**config.mk**
```make
export PLATFORM = sky130hd
export DESIGN_NAME = tlc_cell
export DESIGN_NICKNAME = d
export VERILOG_FILES = /design/src/hdl/fifo_lifo_heap_trace_classifier_top_defines.svh /design/src/hdl/tlc_pkg.sv /design/src/hdl/tlc_cell.sv
export SDC_FILE = /design/constraint.sdc
export NUM_CORES = 1
export LEC_CHECK = 0
export BUFFER_PORTS_ARGS = -buffer_cell sky130_fd_sc_hd__buf_2
export CAP_MARGIN = 5
export CORE_AREA = 2 2 128 130
export CTS_CLUSTER_DIAMETER = 40
export CTS_CLUSTER_SIZE = 24
export DETAILED_ROUTE_END_ITERATION = 8
export DIE_AREA = 0 0 130 132
export GPL_TIMING_DRIVEN = 0
export PLACE_DENSITY = 0.66
export SLEW_MARGIN = 30
export SYNTH_ARGS = -nofsm -noshare
export SYNTH_HDL_FRONTEND = slang
export SYNTH_SLANG_ARGS = --single-unit
```
**constraint.sdc**
```tcl
create_clock -name clk -period 4.3 [get_ports clk]
set_clock_uncertainty 0.1 [all_clocks]
set_input_delay 0.86 -clock clk [delete_from_list [all_inputs] [get_ports clk]]
set_output_delay 0.86 -clock clk [all_outputs]
set_load 0.03 [all_outputs]
```
**src/hdl/fifo_lifo_heap_trace_classifier_top_defines.svh**
```systemverilog
// Assertion macros for the trace classifier.
// Included by files that carry concurrent assertions; no other dependencies.
`ifndef FIFO_LIFO_HEAP_TRACE_CLASSIFIER_TOP_DEFINES_SVH
`define FIFO_LIFO_HEAP_TRACE_CLASSIFIER_TOP_DEFINES_SVH
`ifndef ASSERT_OFF
`define TLC_ASSERT(lbl, prop) \
  lbl: assert property (@(posedge clk) disable iff (rst) prop) \
    else $error("tlc assertion failed");
`define TLC_ASSERT_RST(lbl, prop) \
  lbl: assert property (@(posedge clk) prop) \
    else $error("tlc assertion failed after reset");
`else
`define TLC_ASSERT(lbl, prop)
`define TLC_ASSERT_RST(lbl, prop)
`endif
`endif

```
**src/hdl/tlc_pkg.sv**
```systemverilog
// Shared types and constants for the trace classifier.
// No dependencies.
`default_nettype none
package tlc_pkg;
  localparam int DEPTH      = 1024;
  localparam int DATA_WIDTH = 32;
  localparam int CNT_W      = $clog2(DEPTH + 1);
  localparam int IDX_W      = (DEPTH > 1) ? $clog2(DEPTH) : 1;

  typedef logic signed [DATA_WIDTH-1:0] data_t;
  typedef logic [CNT_W-1:0]             cnt_t;
  typedef logic [IDX_W-1:0]             idx_t;

  typedef enum logic [2:0] {
    V_IMPOSSIBLE = 3'd0,
    V_QUEUE      = 3'd1,
    V_STACK      = 3'd2,
    V_PRIORITY   = 3'd3,
    V_NOT_SURE   = 3'd4
  } verdict_t;

  typedef struct packed {
    data_t key;
    cnt_t  fifo_cnt;
    cnt_t  heap_cnt;
    logic  push_f;
    logic  push_l;
    logic  push_h;
    logic  pop_f;
    logic  pop_l;
    logic  pop_h;
  } cell_ctrl_t;
endpackage
`default_nettype wire

```
**src/hdl/tlc_cell.sv**
```systemverilog
// One storage cell: holds one queue, one stack and one sorted heap entry.
// Depends on tlc_pkg.
`default_nettype none
module tlc_cell (
  input  wire                  clk,
  input  tlc_pkg::cell_ctrl_t  ctrl,
  input  tlc_pkg::idx_t        idx,
  input  tlc_pkg::data_t       left_l,
  input  tlc_pkg::data_t       left_h,
  input  wire                  left_ge,
  input  tlc_pkg::data_t       right_f,
  input  tlc_pkg::data_t       right_l,
  input  tlc_pkg::data_t       right_h,
  output tlc_pkg::data_t       f,
  output tlc_pkg::data_t       l,
  output tlc_pkg::data_t       h,
  output logic                 ge
);
  import tlc_pkg::*;

  logic  occ;
  data_t h_ins;

  assign occ   = cnt_t'(idx) < ctrl.heap_cnt;
  assign ge    = occ && (h >= ctrl.key);
  assign h_ins = ge ? h : (left_ge ? ctrl.key : left_h);

  always_ff @(posedge clk) begin
    if (ctrl.pop_f) begin
      f <= right_f;
    end else if (ctrl.push_f && (cnt_t'(idx) == ctrl.fifo_cnt)) begin
      f <= ctrl.key;
    end
    if (ctrl.pop_l) begin
      l <= right_l;
    end else if (ctrl.push_l) begin
      l <= left_l;
    end
    if (ctrl.pop_h) begin
      h <= right_h;
    end else if (ctrl.push_h) begin
      h <= h_ins;
    end
  end
endmodule
`default_nettype wire

```
==> results.sh, run 1 <==
export IMPL_count_of_antenna_diodes_in_the_layout=0
export IMPL_holdPathStages=3
export IMPL_rsz_0062_raised_after_global_routing="no"
export IMPL_comb_power_share=0.257
export IMPL_post_cts_buffers=0
export IMPL_count_of_boundary_i_o_pins=329
export IMPL_wire_per_inst_um=16.3
export IMPL_proportion_of_synthesized_flip_flops_having_asynchronous_set_or_reset=0
export IMPL_dp_hpwl_mm=14.1
export IMPL_ys_types=36
export IMPL_synth_most_common_cell="edfxtp_1"
export IMPL_synth_edf_count=96
export IMPL_tritoncts="built"
export IMPL_cp_capture_type="output port"
export IMPL_seq_power_share=0.415
export IMPL_groute_usage_overall=0.191
export IMPL_die_width_um=130
export IMPL_internal_power_w=0.00199
export IMPL_ctsResizeCount=0
export IMPL_pre_cts_setup_slack_ps=240
export IMPL_r2r_slack_ps=920
export IMPL_worst_slew_pin_slew_ps=823
export IMPL_worst_setup_start_kind="primary input"
export IMPL_worstSetupPathType="primary input to output port"
export IMPL_max_slew_margin=0.452
export IMPL_syn2layout_area_growth_pct=41.7
export IMPL_global_route_wire_length_before_repair_mm=24.9
export IMPL_vias_in_the_first_global_route=4919
export IMPL_cp_arrival_ps=3040
export IMPL_mappedNetlistArea_um2=5420
export IMPL_grt_overflow_total=0
export IMPL_max_freq_mhz=250
export IMPL_slew_violations=0
export IMPL_post_synth_main_area_contributors="edfxtp_1 (53%), ha_1 (9.5%), mux2_2 (6.9%)"
export IMPL_grt_max_degree=33
export IMPL_cellPowerDensity_nw_per_um2=373
export IMPL_worst_skew_pair_late_latency_ps=340
export IMPL_post_route_min_period_ps=4000
export IMPL_synth_commonest_cells="edfxtp_1 (96), nand2_1 (73), o21ai_0 (69), inv_1 (44), ha_1 (41)"
export IMPL_finalSetupTns_ps=0
export IMPL_final_layout_size_suffix_gt1_frac=0.463
export IMPL_hold_buffers=0
export IMPL_setup_viol=0
export IMPL_drc_errors=0
export IMPL_cts_inserted_buffers=9
export IMPL_cts_htree_levels=3
export IMPL_routed_via_count=4883
export IMPL_syn_num_nets=750
export IMPL_routed_via_density=4.72
export IMPL_ant_nets=0
export IMPL_timing_hold_ws_ps=691
export IMPL_design_core_area_um2=15700
export IMPL_core_rowCount=46
export IMPL_holdCritPathClass="primary input to register"
export IMPL_detail_route_iter0_violations=134
export IMPL_syn_mean_instance_area_um2=11.4
export IMPL_max_clock_path_buffers=2
export IMPL_fraction_of_the_yosys_area_taken_by_sequential_cells=0.532
export IMPL_ys_warnings_count=0
export IMPL_place_congestion=0.804
export IMPL_antenna_found_initial=0
export IMPL_irDropWorstVdd_mv=0.188
export IMPL_power_leakage_nw=3.70
export IMPL_final_hold_violation_count=0
export IMPL_post_synth_top_area_fraction=0.532
export IMPL_final_min_period_over_clock_period=0.930
export IMPL_worstPathRequired_ps=3340
export IMPL_placement_io_buffers=324
export IMPL_switching_share=0.304
export IMPL_initial_core_util=0.345
export IMPL_synth_cells=477
export IMPL_fin_nets=1086
export IMPL_critical_path_peak_fanout=3
export IMPL_p_switching_w=0.000873
export IMPL_cap_viol_max_count=0
export IMPL_rr_worst_depth=7
export IMPL_share_of_power_burned_in_the_clock_network=0.328
export IMPL_design_die_area_um2=17200
export IMPL_synth_main_ff_cell="edfxtp_1"
export IMPL_tritoncts_sinks=96
export IMPL_route_final_wire_length_mm=16.9
export IMPL_clock_root_buffer="clkbuf_16"
export IMPL_die_height_um=132
export IMPL_dr_pass1_iters=4
export IMPL_clock_transition_at_the_register_clock_pins_on_the_worst_setup_and_hold_paths_after_cts_ps=70
export IMPL_synth_seq_cells=96
export IMPL_outcome="finished clean"
export IMPL_pnr_worst_setup_slack_ps=300
export IMPL_synth_largest_area_cell="edfxtp_1"
path summary, 6_finish.rpt:
check	start	end
setup / recovery	ctrl[43]	ge
hold / removal	right_f[7]	f[7]
setup reg to reg	h[15]	h[28]
hold reg to reg	h[31]	h[6]
layer usage:
layer / wire, um / global-route usage / part of all wire / up-vias
met2: 8850 / 0.358 / 0.52 / 220
met3: 1380 / 0.0507 / 0.082 / 19
li1: - / - / - / 2397
met5: 0 / 0 / 0 / -
met4: 267 / 0.0609 / 0.016 / 0
met1: 6390 / 0.206 / 0.38 / 2247
power by group through the flow:
stage	sequential [W]	combinational (W)	clock (W)
CTS	0.00119	0.000748	0.000956
detailed placement	0.00121	0.000746	0
finish	0.00119	0.000737	0.000940
global placement	0.00121	0.000736	0
global route	0.00120	0.000807	0.000985
floorplan	0.00142	0.000238	0
registers in the layout (all words and copies together), names as in the netlist:
register	cells
l	32
f	32
h	32
final cells by class:
cell class / count / area [um2]
multi-input combinational: 315 / 2290
inverter: 44 / 165
tap: 216 / 270
sequential: 96 / 2880
buffer: 22 / 82.6
fill: 1508 / 8040
timing repair buffer: 325 / 1640
clock inverter: 6 / 115
clock buffer: 10 / 229
metrics by stage:
step / power [W] / instances / area (um2) / util
global route: 0.00299 / 1034 / 7680 / 0.489
CTS: 0.00290 / 1034 / 7680 / 0.489
global placement: 0.00194 / 1017 / 7310 / 0.465
finish: 0.00287 / 1034 / 7680 / 0.489
detailed placement: 0.00196 / 1018 / 7330 / 0.467
floorplan: 0.00166 / 477 / 5420 / -
kinds of logic (layout without fill, tap and decap cells):
group	count (synthesis)	in the layout	share of synthesized area
XOR/XNOR	10	10	0.0162
AND/OR/NAND/NOR	94	94	0.0764
AO/OA/AOI/OAI	104	104	0.106
flip-flops	96	96	0.532
buffers and inverters	66	407	0.0457
adder cells (fa/ha/maj)	41	41	0.0947
multiplexers	66	66	0.130
worst max-delay path: stages:
cell	delay, ps
buf_2	110
inv_1	70
ha_1	330
nand4_2	130
or4_4	580
o31a_2	340
o21ai_1	110
mux2i_1	150
a21oi_1	130
buf_2	220
cell usage in the layout (no fill, tap or decap), types with 3 or more instances in the layout:
master       n
buf_1        4
clkbuf_16    9
inv_1       44
edfxtp_1    96
mux2i_1     33
a21oi_1     16
buf_2      324
o211ai_1     3
clkbuf_1    19
nand2b_1     3
nand2_1     73
a21o_1       3
xnor2_1      8
mux2_2      33
bufinv_16    3
nand4_1      7
o21ai_0     69
ha_1        41
Power figures use the tool's default switching activity.
==> run 2, diff against run 1 <==
--- a/config.mk
+++ b/config.mk
@@ -16,2 +16,3 @@
 export PLACE_DENSITY = 0.66
+export RECOVER_POWER = 100
 export SLEW_MARGIN = 30
==> constraint.sdc (replaced) <==
create_clock -name clk -period 4.3 [get_ports clk]
set_clock_uncertainty 0.1 [all_clocks]
set_input_delay 0.43 -clock clk [delete_from_list [all_inputs] [get_ports clk]]
set_output_delay 0.43 -clock clk [all_outputs]
set_load 0.03 [all_outputs]
==> results.sh, run 2 (synthesis results as in run 1) <==
export IMPL_holdPathStages=3
export IMPL_cts_htree_levels=3
export IMPL_power_leakage_nw=3.42
export IMPL_place_congestion=0.804
export IMPL_rr_startpoint="h[15]"
export IMPL_holdCritPathClass="primary input to register"
export IMPL_max_slew_margin=-0.439
export IMPL_dp_hpwl_mm=14.1
export IMPL_layout_top_registers="f x32, h x32, l x32"
export IMPL_worstPathRequired_ps=4170
export IMPL_die_width_um=130
export IMPL_layout_cells_most_common_list="buf_2 (227), clkbuf_1 (121), edfxtp_1 (96)"
export IMPL_routed_via_count=4889
export IMPL_placement_io_buffers=324
export IMPL_post_route_min_period_ps=3470
export IMPL_syn2layout_area_growth_pct=38.9
export IMPL_layout_commonest_cell="buf_2"
export IMPL_setup_viol=0
export IMPL_finalSetupTns_ps=0
export IMPL_fin_nets=1086
export IMPL_placed_cell_area_um2=7330
export IMPL_critical_path_peak_fanout=32
export IMPL_tritoncts="built"
export IMPL_hold_buffers=0
export IMPL_worst_slew_pin_slew_ps=2160
export IMPL_critical_path_s_top_delay_family="compound AO/OA/AOI/OAI gates"
export IMPL_rr_worst_depth=7
export IMPL_routed_via_density=4.73
export IMPL_final_hold_violation_count=0
export IMPL_stdcell_area_um2=7530
export IMPL_worst_path_largest_cell_delay_ps=690
export IMPL_slew_violations=33
export IMPL_die_height_um=132
export IMPL_worst_setup_start_kind="register"
export IMPL_timing_rr_end="h[28]"
export IMPL_ant_nets=0
export IMPL_cp_arrival_ps=3340
export IMPL_worstHoldEndpoint="f[7]"
export IMPL_design_die_area_um2=17200
export IMPL_grt_overflow_total=0
export IMPL_max_clock_path_buffers=2
export IMPL_clock_root_buffer="clkbuf_16"
export IMPL_detail_route_iter0_violations=113
export IMPL_cellPowerDensity_nw_per_um2=377
export IMPL_tritoncts_sinks=96
export IMPL_count_of_boundary_i_o_pins=329
export IMPL_global_route_wire_length_before_repair_mm=24.9
export IMPL_cpMaxStageDelayCell="a211o_2"
export IMPL_groute_usage_overall=0.191
export IMPL_design_core_area_um2=15700
export IMPL_violations_in_the_final_reports="capacitance limit, slew limit"
export IMPL_final_min_period_over_clock_period=0.806
export IMPL_cp_capture_type="register"
export IMPL_cap_viol_max_count=1
export IMPL_r2r_slack_ps=830
export IMPL_worstSetupPathType="register to register"
export IMPL_cts_inserted_buffers=9
export IMPL_irDropWorstVdd_mv=0.195
export IMPL_rsz_0062_raised_after_global_routing="no"
export IMPL_cp_buffers_inverters=0
export IMPL_route_final_wire_length_mm=17.0
export IMPL_antenna_found_initial=0
export IMPL_vias_in_the_first_global_route=4919
export IMPL_final_layout_size_suffix_gt1_frac=0.339
export IMPL_initial_core_util=0.345
export IMPL_clock_transition_at_the_register_clock_pins_on_the_worst_setup_and_hold_paths_after_cts_ps=70
export IMPL_core_rowCount=46
export IMPL_worst_skew_pair_late_latency_ps=340
export IMPL_crit_path_cell_trace="ha_1 > nand4_1 > or4_1 > a21o_1 > a31oi_1 > mux2i_1 > a211o_2"
export IMPL_max_freq_mhz=289
export IMPL_outcome="finished with violations"
export IMPL_grt_max_degree=33
export IMPL_post_cts_buffers=0
export IMPL_count_of_antenna_diodes_in_the_layout=0
export IMPL_ctsResizeCount=0
export IMPL_hold_path_startpoint="right_f[7]"
export IMPL_wire_per_inst_um=16.4
export IMPL_drc_errors=0
export IMPL_dr_pass1_iters=4
export IMPL_timing_hold_ws_ps=264
## run 2: worst max path at each step
stage          startpoint  endpoint  slack [ps]  cells past startpoint
3_3_place_gp     ctrl[59]     h[23]         180                      9
5_1_grt             h[15]     h[22]         620                      7
3_5_place_dp     ctrl[43]     h[18]         670                      9
6_report            h[15]     h[28]         830                      7
4_1_cts             h[15]     h[16]         800                      7
2_1_floorplan       h[14]      h[0]         970                      7
## run 2: final cells by class
type                            instances  area (um2)
Buffer                                 22        82.6
Clock buffer                           10         229
Clock inverter                          6         115
Fill cell                            1551        8180
Inverter                               44         165
Multi-Input combinational cell        315        2280
Sequential cell                        96        2880
Tap cell                              216         270
Timing Repair Buffer                  325        1500
## run 2: where the power goes
group          switching [W]  total [W]  leakage [nW]  internal, W
sequential         0.0000383    0.00120         0.963      0.00116
combinational       0.000470   0.000706          2.29     0.000236
clock               0.000362   0.000935         0.163     0.000572
total               0.000871    0.00284          3.42      0.00197
## run 2: worst register-to-register path, stage by stage, from the launching register on
cell and delay (ps):
edfxtp_1 440, ha_1 340, nand4_1 170, or4_1 630, a21o_1 190, a31oi_1 160, mux2i_1 340, a211o_2 700
## run 2: layer usage
| layer | share of wire | up-vias | global-route usage |
|---|---|---|---|
| li1 | - | 2398 | - |
| met1 | 0.38 | 2239 | 0.206 |
| met2 | 0.52 | 228 | 0.358 |
| met3 | 0.080 | 24 | 0.0507 |
| met4 | 0.018 | 0 | 0.0609 |
| met5 | 0 | - | 0 |
## run 2: metrics by stage
stage / total power, W / setup WS, ps / util / instances
detailed placement: 0.00196 / 670 / 0.467 / 1018
global placement: 0.00194 / 180 / 0.465 / 1017
finish: 0.00284 / 834 / 0.479 / 1034
floorplan: 0.00166 / 974 / - / 477
global route: 0.00296 / 616 / 0.479 / 1034
CTS: 0.00290 / 798 / 0.489 / 1034
